==> src/rtl/assert_macros.svh <==
// ----------------------------------------------------------------------------
// assert_macros.svh
// Concurrent assertion shorthands, clocked on clk, disabled in reset.
// ----------------------------------------------------------------------------
`ifndef ASSERT_MACROS_SVH
`define ASSERT_MACROS_SVH

// same-cycle implication
`define GPE_ASSERT_IMPL(lbl, ante, cons) \
  lbl: assert property (@(posedge clk) disable iff (rst) (ante) |-> (cons)) \
    else $error("assertion violated");

// next-cycle implication
`define GPE_ASSERT_NEXT(lbl, ante, cons) \
  lbl: assert property (@(posedge clk) disable iff (rst) (ante) |=> (cons)) \
    else $error("assertion violated");

`endif

==> src/rtl/gpe_pkg.sv <==
// ----------------------------------------------------------------------------
// gpe_pkg
// Shared types, constants and class predicates for the erosion unit.
// ----------------------------------------------------------------------------
package gpe_pkg;

  localparam int MAX_WIDTH  = 256;
  localparam int MAX_HEIGHT = 1024;
  localparam int WIN        = 5;
  localparam int LINES      = WIN - 1;
  localparam int CLASS_W    = 4;
  localparam int COL_W      = $clog2(MAX_WIDTH);
  localparam int ROW_W      = $clog2(MAX_HEIGHT);
  localparam int GW_W       = 9;
  localparam int GH_W       = 11;
  localparam int CFG_DATA_W = GH_W;
  localparam int LINE_W     = LINES * CLASS_W;

  localparam logic [GW_W-1:0] GW_RESET = GW_W'(256);
  localparam logic [GH_W-1:0] GH_RESET = GH_W'(1024);
  localparam logic [GW_W-1:0] GW_MAX   = GW_W'(MAX_WIDTH);
  localparam logic [GH_W-1:0] GH_MAX   = GH_W'(MAX_HEIGHT);

  typedef logic [CLASS_W-1:0] cell_t;

  localparam cell_t CLS_EMPTY     = 4'd0;
  localparam cell_t CLS_PASSABLE  = 4'd1;
  localparam cell_t CLS_HOMEBASE  = 4'd2;
  localparam cell_t CLS_OUT       = 4'd3;
  localparam cell_t CLS_WALL      = 4'd4;
  localparam cell_t CLS_STACK0    = 4'd5;
  localparam cell_t CLS_STACK3    = 4'd8;
  localparam cell_t CLS_OWN_STACK = 4'd9;
  localparam cell_t CLS_NOMAN     = 4'd10;

  typedef logic [0:0] reg_idx_t;
  localparam reg_idx_t REG_GRID_WIDTH  = 1'b0;
  localparam reg_idx_t REG_GRID_HEIGHT = 1'b1;

  // cell as seen at acceptance, positions of the incoming cell
  typedef struct packed {
    logic             full;
    logic [COL_W-1:0] x;
    logic [ROW_W-1:0] y;
    cell_t            cls;
    logic             frame_end;
  } scan_t;

  typedef struct packed {
    logic             center_valid;
    logic [COL_W-1:0] center_x;
    logic [ROW_W-1:0] center_y;
    logic             passable;
    cell_t            center_class;
    logic             frame_end;
  } result_t;

  function automatic logic is_ground(input cell_t c);
    return c inside {CLS_EMPTY, CLS_PASSABLE, CLS_HOMEBASE, CLS_NOMAN};
  endfunction

  function automatic logic cell_ok(input cell_t c);
    return is_ground(c) || (c inside {[CLS_STACK0:CLS_STACK3]});
  endfunction

endpackage

==> src/rtl/gpe_out_buf.sv <==
// ----------------------------------------------------------------------------
// gpe_out_buf
// Two-entry result queue; stalls the input side on in-flight occupancy.
// ----------------------------------------------------------------------------
module gpe_out_buf
  import gpe_pkg::*;
(
  input  logic    clk,
  input  logic    rst,
  input  logic    push,
  input  result_t push_data,
  input  logic    out_stall,
  output logic    out_valid,
  output result_t head,
  output logic    in_stall
);

  `include "assert_macros.svh"

  result_t    entry [2];
  logic       wr_ptr, rd_ptr;
  logic [1:0] count;
  logic       pop;
  logic [2:0] level;

  assign out_valid = (count != 2'd0);
  assign pop       = out_valid && !out_stall;
  assign head      = entry[rd_ptr];
  // the transfer in flight in the window stage always lands next cycle
  assign level     = {1'b0, count} + {2'b00, push};
  assign in_stall  = level >= (3'd2 + {2'b00, pop});

  always_ff @(posedge clk) begin
    if (push) begin
      entry[wr_ptr] <= push_data;
    end
  end

  always_ff @(posedge clk) begin
    if (rst) begin
      wr_ptr <= 1'b0;
      rd_ptr <= 1'b0;
      count  <= 2'd0;
    end else begin
      if (push) begin
        wr_ptr <= !wr_ptr;
      end
      if (pop) begin
        rd_ptr <= !rd_ptr;
      end
      count <= count + {1'b0, push} - {1'b0, pop};
    end
  end

  `GPE_ASSERT_IMPL(a_count_range, 1'b1, count <= 2'd2)
  `GPE_ASSERT_IMPL(a_no_overflow, push, (count < 2'd2) || pop)

endmodule

==> config.mk <==
export PLATFORM = sky130hd
export DESIGN_NAME = gpe_out_buf
export DESIGN_NICKNAME = d
export VERILOG_FILES = /design/src/rtl/gpe_pkg.sv /design/src/rtl/gpe_out_buf.sv
export VERILOG_INCLUDE_DIRS = /design/src /design/src/rtl
export SDC_FILE = /design/constraint.sdc
export NUM_CORES = 1
export LEC_CHECK = 0
export ABC_AREA = 1
export BUFFER_PORTS_ARGS = -buffer_cell sky130_fd_sc_hd__clkbuf_2
export CORE_AREA = 2 2 97 99
export CTS_CLUSTER_DIAMETER = 40
export CTS_CLUSTER_SIZE = 24
export DETAILED_ROUTE_END_ITERATION = 7
export DIE_AREA = 0 0 99 101
export MAX_ROUTING_LAYER = met4
export SLEW_MARGIN = 0
export SYNTH_ARGS = -nofsm -noshare
export SYNTH_HDL_FRONTEND = slang
export SYNTH_SLANG_ARGS = --single-unit
==> constraint.sdc <==
create_clock -name clk -period 2 [get_ports clk]
set_input_delay 0.4 -clock clk [delete_from_list [all_inputs] [get_ports clk]]
set_output_delay 0.4 -clock clk [all_outputs]
set_load 0.005 [all_outputs]
==> results.json <==
{
  "cts_buffer_depth": 2,
  "drc": 0,
  "clock-root-buffer": "clkbuf_8",
  "drv_cap": 0,
  "slew_headroom_pct": 79.3,
  "synth_fp_nets": 156,
  "cp-end-kind": "output port",
  "synthTopCellsByCount": "edfxtp_1 (50), mux2_4 (20), inv_1 (13), nor2_1 (9), nand2_1 (7)",
  "setup_viol": 0,
  "nets": 220,
  "cts_made_buffers": 5,
  "htree_num_levels": 2,
  "cts_sinks": 55,
  "n_antenna_cell": 0,
  "p_per_area_mw_per_mm2": 1030,
  "required_ns": 1.60,
  "grt-ovfl-total": 0,
  "clk_latency_ns": 0.30,
  "synth_area_leader_cell": "edfxtp_1",
  "totalWireLength_mm": 3.65,
  "first_pass_iters": 4,
  "dieHeight_um": 101,
  "fin_crit_sh_pct": 94.6,
  "grt.total_usage_pct": 7.58,
  "arrival_ns": 1.49,
  "layout_setup_ws_ns": 0.108,
  "multi_input_area_um2": 518,
  "drive_gt1_share_pct": 52.4,
  "crit_fanout": 3,
  "synth_edf_count": 50,
  "core_mm2": 0.00898,
  "path_clk_slew_ns": 0.10,
  "synth_seq_area_share_pct": 72.6,
  "hold_slack_ns": 0.280,
  "cp-start-kind": "register",
  "skew_ns": 0.00302,
  "synth_top_area_share_pct": 68.1,
  "fill_cells": 903,
  "drt_iter0_drc": 28,
  "core.rowCount": 35,
  "ant_nets": 0,
  "hold_class": "input port to register",
  "synth_warnings": 0,
  "hold_viol": 0,
  "drv_slew": 0,
  "routedWlPerCell_um": 12.2,
  "die_w_um": 99,
  "dp_hpwl_mm": 2.61,
  "cts_hold_buf": 0,
  "power.leakage_uw": 0.00113,
  "netlist-cell-type-count": 14,
  "async_flop_share_pct": 0,
  "grt_max_degree": 20,
  "syn_area_per_cell_um2": 18.1,
  "yosys-top-cells-area": "edfxtp_1 (68%), mux2_4 (14%), dfxtp_1 (4.5%), ha_1 (2.8%), mux2_2 (2.6%)",
  "pre_cts_slack_ns": 0.173,
  "tritoncts": "built",
  "ff_latch_area_mm2": 0.00160,
  "die-area_mm2": 0.0100,
  "fin_crit_ns": 1.89,
  "netlist_area_mm2": 0.00221,
  "max_freq_mhz": 528,
  "worst_pin_slew_ns": 0.310,
  "synth_most_common_cell": "edfxtp_1",
  "peakVddDrop_uv": 408,
  "area_delta_synth_final_pct": 24.7,
  "ys_ff_latch": 55,
  "worstSetupPathType": "register to output port",
  "place_congestion": 0.668,
  "io_buffers": 55,
  "netlist_instances": 122,
  "synth_ff_type": "edfxtp_1",
  "grt_pass1_wl_mm": 5.54,
  "num_vias": 1146,
  "io_pins": 56,
  "vias_per_cell": 3.85,
  "grt_pass1_vias": 1116,
  "outcome": "completed",
  "antenna_found_initial": 0,
  "start_util_pct": 24.6
}
[state kept, by name, indices dropped and copies added, names as in the netlist, named ones only]
signal  flops
count       2
entry      50
wr_ptr      1
rd_ptr      1
[metal layers]
metal,vias to the layer above,global-route usage (%),wire length [um]
li1,563,-,-
met5,-,-,0
met2,34,12.8,1830
met1,547,8.72,1650
met3,2,1.87,156
met4,0,2.85,17
[path summary, 6_finish.rpt]
check | depth (start not counted) | slack [ns] | from | to
setup / recovery | 6 | 0.11 | count[0]$_SDFF_PP0_ | in_stall
hold / removal | 1 | 0.28 | push_data[18] | entry[1][18]$_DFFE_PP_
setup reg to reg | 10 | 0.53 | count[1]$_SDFF_PP0_ | count[1]$_SDFF_PP0_
hold reg to reg | 2 | 0.51 | rd_ptr$_SDFFE_PP0P_ | rd_ptr$_SDFFE_PP0P_
[cells by family (layout without fill, tap and decap cells)]
family,count (synthesis),count (layout),share of synthesized area [%]
compound gates,2,2,0.453
fa+ha+maj,5,5,2.84
simple gates,19,19,3.40
flops,55,55,72.6
mux,25,25,16.2
buf+inv,16,81,4.54
[timing repair]
| item | 4_1_cts | 5_1_grt |
|---|---|---|
| hold endpoints to repair | 0 | 0 |
| endpoints found under the setup margin | 0 | 1 |
| gates resized for setup | 0 | 4 |
| buffers inserted | 0 | 0 |
[cells in the final DEF (no fill, tap or decap)]
| master | n |
|---|---|
| clkbuf_2 | 55 |
| edfxtp_1 | 50 |
| mux2_4 | 20 |
| inv_1 | 13 |
| nor2_1 | 7 |
| nand2_1 | 7 |
| mux2_2 | 5 |
| ha_1 | 5 |
| clkbuf_8 | 5 |
| buf_4 | 4 |
| dfxtp_1 | 3 |
| nand3_1 | 2 |
| dfxtp_2 | 2 |
| nor2_2 | 1 |
| o21ai_2 | 1 |
| nor2_4 | 1 |
| nor3_1 | 1 |
| a21oi_1 | 1 |
| inv_6 | 1 |
| bufinv_16 | 1 |
| clkinvlp_4 | 1 |
| buf_12 | 1 |
[worst max-delay path, stage by stage, from the launching register on]
cell and delay (ns):
dfxtp_2 0.34, ha_1 0.28, inv_1 0.04, ha_1 0.27, o21ai_2 0.11, nand2_1 0.05
clkbuf_2 0.10
[final cells by class]
cell class                      instances  share of cell area [%]
Clock inverter                          3                    1.68
Clock buffer                            5                    2.50
Timing Repair Buffer                   60                    11.8
Inverter                               13                    1.77
Multi-Input combinational cell         51                    18.8
Tap cell                              111                    5.05
Sequential cell                        55                    58.3
[power breakdown]
group	internal, uW	total (uW)	switching (uW)
logic	384	717	333
clock network	378	743	366
registers	1350	1380	34.3
[through the flow]
stage	instance area, um^2	setup TNS, ns	power, uW	util [%]	instances
after floorplan	2210	0	1910	-	122
after global placement	2630	0	2110	29.3	290
after detailed placement	2630	0	2120	29.3	290
after CTS	2740	0	2870	30.6	298
after global routing	2750	-0.0107	3030	30.6	298
final	2750	0	2840	30.6	298
No activity file was read; power rests on OpenSTA's default activity.
