<file path="config.mk">
export PLATFORM = sky130hd
export DESIGN_NAME = gpe_scan
export DESIGN_NICKNAME = d
export VERILOG_FILES = /design/src/rtl/assert_macros.svh /design/src/rtl/gpe_pkg.sv /design/src/rtl/gpe_scan.sv
export SDC_FILE = /design/constraint.sdc
export NUM_CORES = 1
export LEC_CHECK = 0
export BUFFER_PORTS_ARGS = -buffer_cell sky130_fd_sc_hd__buf_2
export CAP_MARGIN = 20
export CORE_ASPECT_RATIO = 1.4
export CORE_MARGIN = 1.5
export CORE_UTILIZATION = 64
export CTS_CLUSTER_SIZE = 16
export DETAILED_ROUTE_END_ITERATION = 8
export PLACE_DENSITY = 0.87
export SLEW_MARGIN = 30
export SYNTH_ARGS = -nofsm -noshare
export SYNTH_HDL_FRONTEND = slang
export SYNTH_SLANG_ARGS = --single-unit
</file>
<file path="constraint.sdc">
create_clock -name clk -period 14.4 [get_ports clk]
set_input_delay 2.88 -clock clk [delete_from_list [all_inputs] [get_ports clk]]
set_output_delay 2.88 -clock clk [all_outputs]
set_load 0.005 [all_outputs]
</file>
<file path="src/rtl/assert_macros.svh">
// ----------------------------------------------------------------------------
// assert_macros.svh
// Concurrent assertion shorthands, clocked on clk, disabled in reset.
// ----------------------------------------------------------------------------
`ifndef ASSERT_MACROS_SVH
`define ASSERT_MACROS_SVH

// same-cycle implication
`define GPE_ASSERT_IMPL(lbl, ante, cons) \
  lbl: assert property (@(posedge clk) disable iff (rst) (ante) |-> (cons)) \
    else $error("assertion violated");

// next-cycle implication
`define GPE_ASSERT_NEXT(lbl, ante, cons) \
  lbl: assert property (@(posedge clk) disable iff (rst) (ante) |=> (cons)) \
    else $error("assertion violated");

`endif

</file>
<file path="src/rtl/gpe_pkg.sv">
// ----------------------------------------------------------------------------
// gpe_pkg
// Shared types, constants and class predicates for the erosion unit.
// ----------------------------------------------------------------------------
package gpe_pkg;

  localparam int MAX_WIDTH  = 256;
  localparam int MAX_HEIGHT = 1024;
  localparam int WIN        = 5;
  localparam int LINES      = WIN - 1;
  localparam int CLASS_W    = 4;
  localparam int COL_W      = $clog2(MAX_WIDTH);
  localparam int ROW_W      = $clog2(MAX_HEIGHT);
  localparam int GW_W       = 9;
  localparam int GH_W       = 11;
  localparam int CFG_DATA_W = GH_W;
  localparam int LINE_W     = LINES * CLASS_W;

  localparam logic [GW_W-1:0] GW_RESET = GW_W'(256);
  localparam logic [GH_W-1:0] GH_RESET = GH_W'(1024);
  localparam logic [GW_W-1:0] GW_MAX   = GW_W'(MAX_WIDTH);
  localparam logic [GH_W-1:0] GH_MAX   = GH_W'(MAX_HEIGHT);

  typedef logic [CLASS_W-1:0] cell_t;

  localparam cell_t CLS_EMPTY     = 4'd0;
  localparam cell_t CLS_PASSABLE  = 4'd1;
  localparam cell_t CLS_HOMEBASE  = 4'd2;
  localparam cell_t CLS_OUT       = 4'd3;
  localparam cell_t CLS_WALL      = 4'd4;
  localparam cell_t CLS_STACK0    = 4'd5;
  localparam cell_t CLS_STACK3    = 4'd8;
  localparam cell_t CLS_OWN_STACK = 4'd9;
  localparam cell_t CLS_NOMAN     = 4'd10;

  typedef logic [0:0] reg_idx_t;
  localparam reg_idx_t REG_GRID_WIDTH  = 1'b0;
  localparam reg_idx_t REG_GRID_HEIGHT = 1'b1;

  // cell as seen at acceptance, positions of the incoming cell
  typedef struct packed {
    logic             full;
    logic [COL_W-1:0] x;
    logic [ROW_W-1:0] y;
    cell_t            cls;
    logic             frame_end;
  } scan_t;

  typedef struct packed {
    logic             center_valid;
    logic [COL_W-1:0] center_x;
    logic [ROW_W-1:0] center_y;
    logic             passable;
    cell_t            center_class;
    logic             frame_end;
  } result_t;

  function automatic logic is_ground(input cell_t c);
    return c inside {CLS_EMPTY, CLS_PASSABLE, CLS_HOMEBASE, CLS_NOMAN};
  endfunction

  function automatic logic cell_ok(input cell_t c);
    return is_ground(c) || (c inside {[CLS_STACK0:CLS_STACK3]});
  endfunction

endpackage

</file>
<file path="src/rtl/gpe_scan.sv">
// ----------------------------------------------------------------------------
// gpe_scan
// Size registers and raster position counters.
// ----------------------------------------------------------------------------
module gpe_scan
  import gpe_pkg::*;
(
  input  logic                  clk,
  input  logic                  rst,
  input  logic                  cfg_valid,
  input  reg_idx_t              cfg_index,
  input  logic [CFG_DATA_W-1:0] cfg_data,
  input  logic                  acc,
  input  cell_t                 cell_class,
  output scan_t                 scan
);

  logic [GW_W-1:0]  grid_width;
  logic [GH_W-1:0]  grid_height;
  logic [COL_W-1:0] column_count, column_count_next;
  logic [ROW_W-1:0] row_count, row_count_next;

  logic [GW_W-1:0]  w, x_inc;
  logic [GH_W-1:0]  h, y_raw, y_inc;
  logic             wrap;
  logic [COL_W-1:0] x;
  logic [ROW_W-1:0] y;

  always_ff @(posedge clk) begin
    if (rst) begin
      grid_width  <= GW_RESET;
      grid_height <= GH_RESET;
    end else if (cfg_valid) begin
      case (cfg_index)
        REG_GRID_WIDTH:  grid_width  <= cfg_data[GW_W-1:0];
        REG_GRID_HEIGHT: grid_height <= cfg_data[GH_W-1:0];
        default: ;
      endcase
    end
  end

  always_comb begin
    w = (grid_width == '0) ? GW_W'(1) : ((grid_width > GW_MAX) ? GW_MAX : grid_width);
    h = (grid_height == '0) ? GH_W'(1) : ((grid_height > GH_MAX) ? GH_MAX : grid_height);

    wrap  = {1'b0, column_count} >= w;
    x     = wrap ? '0 : column_count;
    y_raw = wrap ? ({1'b0, row_count} + GH_W'(1)) : {1'b0, row_count};
    y     = (y_raw >= h) ? '0 : y_raw[ROW_W-1:0];

    x_inc = {1'b0, x} + GW_W'(1);
    y_inc = {1'b0, y} + GH_W'(1);

    if (x_inc >= w) begin
      column_count_next = '0;
      row_count_next    = (y_inc >= h) ? '0 : y_inc[ROW_W-1:0];
    end else begin
      column_count_next = x_inc[COL_W-1:0];
      row_count_next    = y;
    end

    scan.full      = (x >= COL_W'(WIN - 1)) && (y >= ROW_W'(WIN - 1));
    scan.x         = x;
    scan.y         = y;
    scan.cls       = cell_class;
    scan.frame_end = (x_inc == w) && (y_inc == h);
  end

  always_ff @(posedge clk) begin
    if (rst) begin
      column_count <= '0;
      row_count    <= '0;
    end else if (acc) begin
      column_count <= column_count_next;
      row_count    <= row_count_next;
    end
  end

endmodule

</file>
==> results of run 1 <==
## worst paths after layout
path,to,slack (ns),cells after the start
worst max-delay path,scan[0],4.70,28
worst min-delay path,grid_height[5]$_SDFFE_PP0P_,0.48,2
worst max register to register,row_count[8]$_SDFFE_PP0P_,6.96,31
worst min register to register,grid_height[5]$_SDFFE_PP0P_,0.48,2
## layer usage
metal / vias to the layer above / routed length [µm]
met3: 48 / 476
li1: 1659 / -
met2: 158 / 4980
met5: - / 0
met1: 1632 / 3710
met4: 0 / 490
## cell usage in the layout (no fill, tap or decap), types with 7 or more instances in the layout
master	n
nand2_1	88
ha_1	44
dfxtp_1	38
nor2_1	35
buf_2	35
a21oi_1	34
inv_1	15
xnor2_1	12
nand3_1	12
o21ai_0	11
nor3_1	11
nand4_1	10
and2_1	10
a21o_1	8
a211oi_1	7
## sequential cells by signal, indices dropped and copies added (netlist names)
signal and count:
grid_height 11, row_count 10, grid_width 9, column_count 8
## cell families (layout without fill, tap and decap cells)
group,Yosys count,in the layout
AOI/OAI and AO/OA,103,103
xor gates and xnor gates,17,17
adders and majority gates,44,44
buffers and inverters,43,65
DFF,38,38
muxes,6,6
and+or+nand+nor,207,207
## where the power goes
part	internal, µW	switching [µW]
clock	69.5	43.8
combinational	29.4	44.5
sequential	110	5.55
total	209	93.9
## critical path: cells and delay by family (launching register included)
family / cells / cell delay, ns
compound gates: 9 / 2.07
simple gates: 10 / 1.97
fa+ha+maj: 4 / 1.12
buf+inv: 4 / 0.63
xor+xnor: 1 / 0.37
flops: 1 / 0.33
## stage by stage
stage          instances  instance area (µm²)  total power, µW  setup WS [ns]
6_report             546                 3760              303           4.70
3_3_place_gp         538                 3620              186           5.46
5_1_grt              546                 3760              318           4.17
2_1_floorplan        458                 3450              170           6.37
3_5_place_dp         538                 3620              189           5.14
4_1_cts              546                 3760              302           4.77
## layout make-up
cell class,count,area [µm²],area share [%]
clock buffer,5,68.8,1.83
multi-input combinational,377,2510,66.8
tap,66,82.6,2.20
timing repair buffer,38,198,5.26
inverter,19,71.3,1.90
sequential,38,761,20.2
clock inverter,3,68.8,1.83
==> metrics, run 1 <==
fillers=428; CTS Buffer Depth=2; RSZ-0062 raised after global routing=false; Post-synth ARST share=0%; top post-synthesis cells by count=nand2_1, ha_1, dfxtp_1, nor2_1, a21oi_1; Synth Area in Compound Gates=20.7%; met3 Usage GRT=6.51%; Post-Syn Nets=522; largest net degree at the start of global routing=39; Initial Util=66.4%; Num CTS Buffers=5; GP Congestion=0.963; Setup Buffers After CTS=0; yosys warns=0; largest family of logic cells by synthesized area=simple AND/OR/NAND/NOR gates; Net count, final=543; Top Usage Layer GRT=met2; M1 GR Usage=36.8%; CP startpoint kind=flop; Main synth FF type=dfxtp_1; Overflow after GRT=0; clk_skew=0.00764 ns; Num Clock Sinks=38; MaxCap Viol Count=0; Critical Path RT=11.52 ns; first-pass GRT wire length=16.1 mm; share of layout cells above drive strength 1=13.3%; critical path's most frequent cell=ha_1; Worst-Margin Slew=0.803 ns; fin. max-slew vios=0; Post-Route WL=9.66 mm; # diodes=0; WHS=0.484 ns; # rows=31; DR WL/cell=17.7 µm; Final period util=67.3%; XOR/XNOR share of the synthesized area=4.53%; Hold Path Origin=grid_height[5]$_SDFFE_PP0P_; post-synthesis mux area share=1.78%; Synth Area in Adders=16.0%; status=finished clean; hpwl dp=7.33 mm; pwr/cell area=80.5 nW/µm²; I/O pin cnt=44; Leakage=0.00166 µW; Seq/Total Area, Yosys=22.0%; H-Tree Depth=2; RR Startpoint=grid_width[4]$_SDFFE_PP0P_; drt first pass iters=4; count leader, synth=nand2_1; worst relative slew slack=46.5%; Core Area=5200 µm²; Vias=3497; Starting DRT DRC Count=208; Post-Synth Simple-Gate Area=29.7%; CTS tree=yes; final hold vios=0; met2 Use GR=61.3%; area leader, netlist=dfxtp_1; crit path kind=reg2out; Crit-path slowest cell=o21a_1; FF+latch count, synth=38; Syn Inst Count=458; Worst Hold Class=reg2reg; # resized after CTS=0; # port buffers=35; CP Launch Point=grid_width[4]$_SDFFE_PP0P_; chip width=65.1 µm; Yosys top cell area share=22.0%; DR vias/cell=6.40; number of global-route vias before repair=3582; chip height=89.9 µm; kind of end point of the critical path=primary output; post-layout min period=9.70 ns; CTS root buf=clkbuf_8; Die Footprint=5850 µm²; Syn-to-layout area delta=8.96%; gr usage total=34.9%; setup TNS=0 ns; DRC errors left=0; fmax=103 MHz; worst-skew pair later-pin latency=0.30 ns; number of synthesized flops with an enable pin=0; CP Max Fanout=23; count of cell types in the netlist=64; Reg clk slew, reported paths=0.09 ns; Final Setup Violations=0; Final ANT Viol Nets=0; Arr. time, crit path=6.82 ns; syn avg cell area=7.53 µm²; initial antenna violation count=0; Util after Layout=72.3%; CTS Hold Buffers Added=0; synthesized area=3450 µm²; synth top area cells=dfxtp_1, ha_1, nand2_1; worst vdd ir=0.0872 mV; CP peak stage delay=0.71 ns
No activity file was read; power rests on OpenSTA's default activity.
==> run 2: changes to the inputs <==
--- a/config.mk
+++ b/config.mk
@@ -9,10 +9,10 @@
 export CAP_MARGIN = 20
 export CORE_ASPECT_RATIO = 1.4
 export CORE_MARGIN = 1.5
-export CORE_UTILIZATION = 64
+export CORE_UTILIZATION = 53
 export CTS_CLUSTER_SIZE = 16
 export DETAILED_ROUTE_END_ITERATION = 8
-export PLACE_DENSITY = 0.87
+export PLACE_DENSITY = 0.77
 export SLEW_MARGIN = 30
 export SYNTH_ARGS = -nofsm -noshare
 export SYNTH_HDL_FRONTEND = slang
==> constraint.sdc (replaced) <==
create_clock -name clk -period 8.29 [get_ports clk]
set_input_delay 1.658 -clock clk [delete_from_list [all_inputs] [get_ports clk]]
set_output_delay 1.658 -clock clk [all_outputs]
set_load 0.005 [all_outputs]
==> run 2 against run 1 <==
  * Hold slack worse by 0.0091 ns
  * Flip-flop and latch count stayed put
  * Critical path depth stayed put
  * Clock power is 78% higher
  * Combinational power is 73% higher
  * Non-clock buffer count is 1 higher
  * Wire length is 1.7% lower
  * Via count is 0.83% lower
  * Clock skew is 0.0026 ns higher
  * Final cell count is 1.3% higher
  * Count of clock-buffer cells in the layout stayed put
==> metrics, run 2 (same netlist as run 1, synthesis figures left out) <==
status=finished clean (unchanged); I/O pin cnt=44 (unchanged); Crit-path slowest cell=or2_2 (was o21a_1); Net count, final=544 (was 543); CP startpoint kind=flop (unchanged); CTS tree=yes (unchanged); critical path's most frequent cell=ha_1 (unchanged); fmax=128 MHz; Reg clk slew, reported paths=0.09 ns (about the same); initial antenna violation count=0 (unchanged); Starting DRT DRC Count=257 (was 208); setup TNS=0 ns (unchanged); # rows=34 (was 31); post-layout min period=7.78 ns; worst-skew pair later-pin latency=0.31 ns (was 0.30 ns); fillers=581 (was 428); CTS Buffer Depth=2 (unchanged); crit path kind=reg2out (unchanged); largest net degree at the start of global routing=39 (unchanged); Final period util=93.9%; worst relative slew slack=50.3% (was 46.5%); share of layout cells above drive strength 1=13.9% (was 13.3%); number of global-route vias before repair=3304 (was 3582); first-pass GRT wire length=15.6 mm (was 16.1 mm); Leakage=0.00167 µW (was 0.00166 µW); Syn-to-layout area delta=9.75% (was 8.96%); Num CTS Buffers=5 (unchanged); Area after DPL=3640 µm² (was 3620 µm²); Initial Util=55.2% (was 66.4%); pwr/cell area=140 nW/µm² (was 80.5 nW/µm²); clk_skew=0.0102 ns (was 0.00764 ns); DR WL/cell=17.2 µm (was 17.7 µm); DR vias/cell=6.27 (was 6.40); Die Footprint=7010 µm² (was 5850 µm²); hpwl dp=7.23 mm (was 7.33 mm); # port buffers=35 (unchanged); most common cell after layout, fill and taps aside=nand2_1 (unchanged); drt first pass iters=5 (was 4); kind of end point of the critical path=primary output (unchanged); Worst-Margin Slew=0.746 ns (was 0.803 ns); Core Area=6250 µm² (was 5200 µm²); Arr. time, crit path=6.13 ns (was 6.82 ns); DRC errors left=0 (unchanged); fin. max-slew vios=0 (unchanged); max reg flops=11 (unchanged); RSZ-0062 raised after global routing=false (unchanged); Vias=3468 (was 3497); CP peak stage delay=0.35 ns (was 0.71 ns); CTS root buf=clkbuf_8 (unchanged); final hold vios=0 (unchanged); most frequent cells in the layout=nand2_1, ha_1, dfxtp_1 (unchanged); chip width=71.2 µm (was 65.1 µm); Worst Hold Class=reg2reg (unchanged); Num Clock Sinks=38 (unchanged); hold path depth=2 (unchanged); final instance area=3790 µm² (was 3760 µm²); biggest regs=grid_height: 11 flops, row_count: 10 flops, grid_width: 9 flops (unchanged); worst vdd ir=0.0711 mV (was 0.0872 mV); Critical Path RT=6.63 ns (was 11.52 ns); Final Setup Violations=0 (unchanged); MaxCap Viol Count=0 (unchanged); worst-case reg-to-reg path depth=31 (unchanged); # diodes=0 (unchanged); chip height=98.5 µm (was 89.9 µm); GP Congestion=0.953 (was 0.963); Overflow after GRT=0 (unchanged); gr usage total=27.4% (was 34.9%); Post-Route WL=9.49 mm (was 9.66 mm); largest register by flop count=grid_height (unchanged); Final ANT Viol Nets=0 (unchanged); CP Max Fanout=23 (unchanged); H-Tree Depth=2 (unchanged)
## run 2: changes by cell type in the layout (fill, tap and decap cells not counted), sizes merged
cell	previous run	this run
buf	38	39
## run 2: path summary, 6_finish.rpt
| check | endpoint | start | slack (ns) |
|---|---|---|---|
| max | scan[0] | grid_width[4]$_SDFFE_PP0P_ | 0.51 |
| max reg2reg | row_count[8]$_SDFFE_PP0P_ | grid_width[4]$_SDFFE_PP0P_ | 1.43 |
| min | grid_width[0]$_SDFFE_PP0P_ | grid_width[0]$_SDFFE_PP0P_ | 0.47 |
| min reg2reg | grid_width[0]$_SDFFE_PP0P_ | grid_width[0]$_SDFFE_PP0P_ | 0.47 |
## run 2: per-stage QoR
| step | hold slack (ns) | power (µW) | utilization [%] | setup WS [ns] | cells |
|---|---|---|---|---|---|
| 2_1_floorplan | 0.436 | 295 | - | 1.48 | 458 |
| 3_3_place_gp | 0.460 | 326 | 58.2 | 1.00 | 545 |
| 3_5_place_dp | 0.463 | 330 | 58.2 | 0.762 | 545 |
| 4_1_cts | 0.475 | 528 | 60.4 | 0.356 | 553 |
| 5_1_grt | 0.503 | 555 | 60.6 | 0.0323 | 553 |
| 6_report | 0.475 | 529 | 60.6 | 0.506 | 553 |
## run 2: routing by layer
metal / wire length [µm] / share of wire (%) / track usage (%) / vias to the layer above
met5: 0 / 0 / 0 / -
met4: 389 / 4.1 / 12.9 / 0
met3: 478 / 5.0 / 3.68 / 33
met2: 4830 / 51 / 48.6 / 139
met1: 3790 / 40 / 32.0 / 1625
li1: - / - / - / 1671
## run 2: timing repair
action                     in CTS  in global routing
gates resized for setup         0                  2
hold buffers                    0                  0
buffers inserted                0                  0
setup endpoints to repair       0                  1
## run 2: worst max-delay path: cells and delay by family (launching register included)
kind	cells	cell delay (ns)
AND/OR/NAND/NOR	10	1.89
AO/OA/AOI/OAI	9	1.60
adder cells (fa/ha/maj)	4	1.09
buffers and inverters	4	0.67
flip-flops	1	0.33
XOR/XNOR	1	0.25
## run 2: final cells by class
cell class	instances	area (µm²)	area share (%)
clock buffer	5	68.8	1.82
clock inverter	3	68.8	1.82
inverter	19	71.3	1.88
multi-input combinational	377	2520	66.6
sequential	38	761	20.1
tap	72	90.1	2.38
timing repair buffer	39	205	5.42
## run 2: report_power, final
part	internal (µW)	total (µW)	switching [µW]	leakage (µW)
Sequential	191	200	9.33	0.000311
Clock	121	201	79.7	0.0000683
Combinational	51.1	128	77.0	0.00129
Total	363	529	166	0.00167
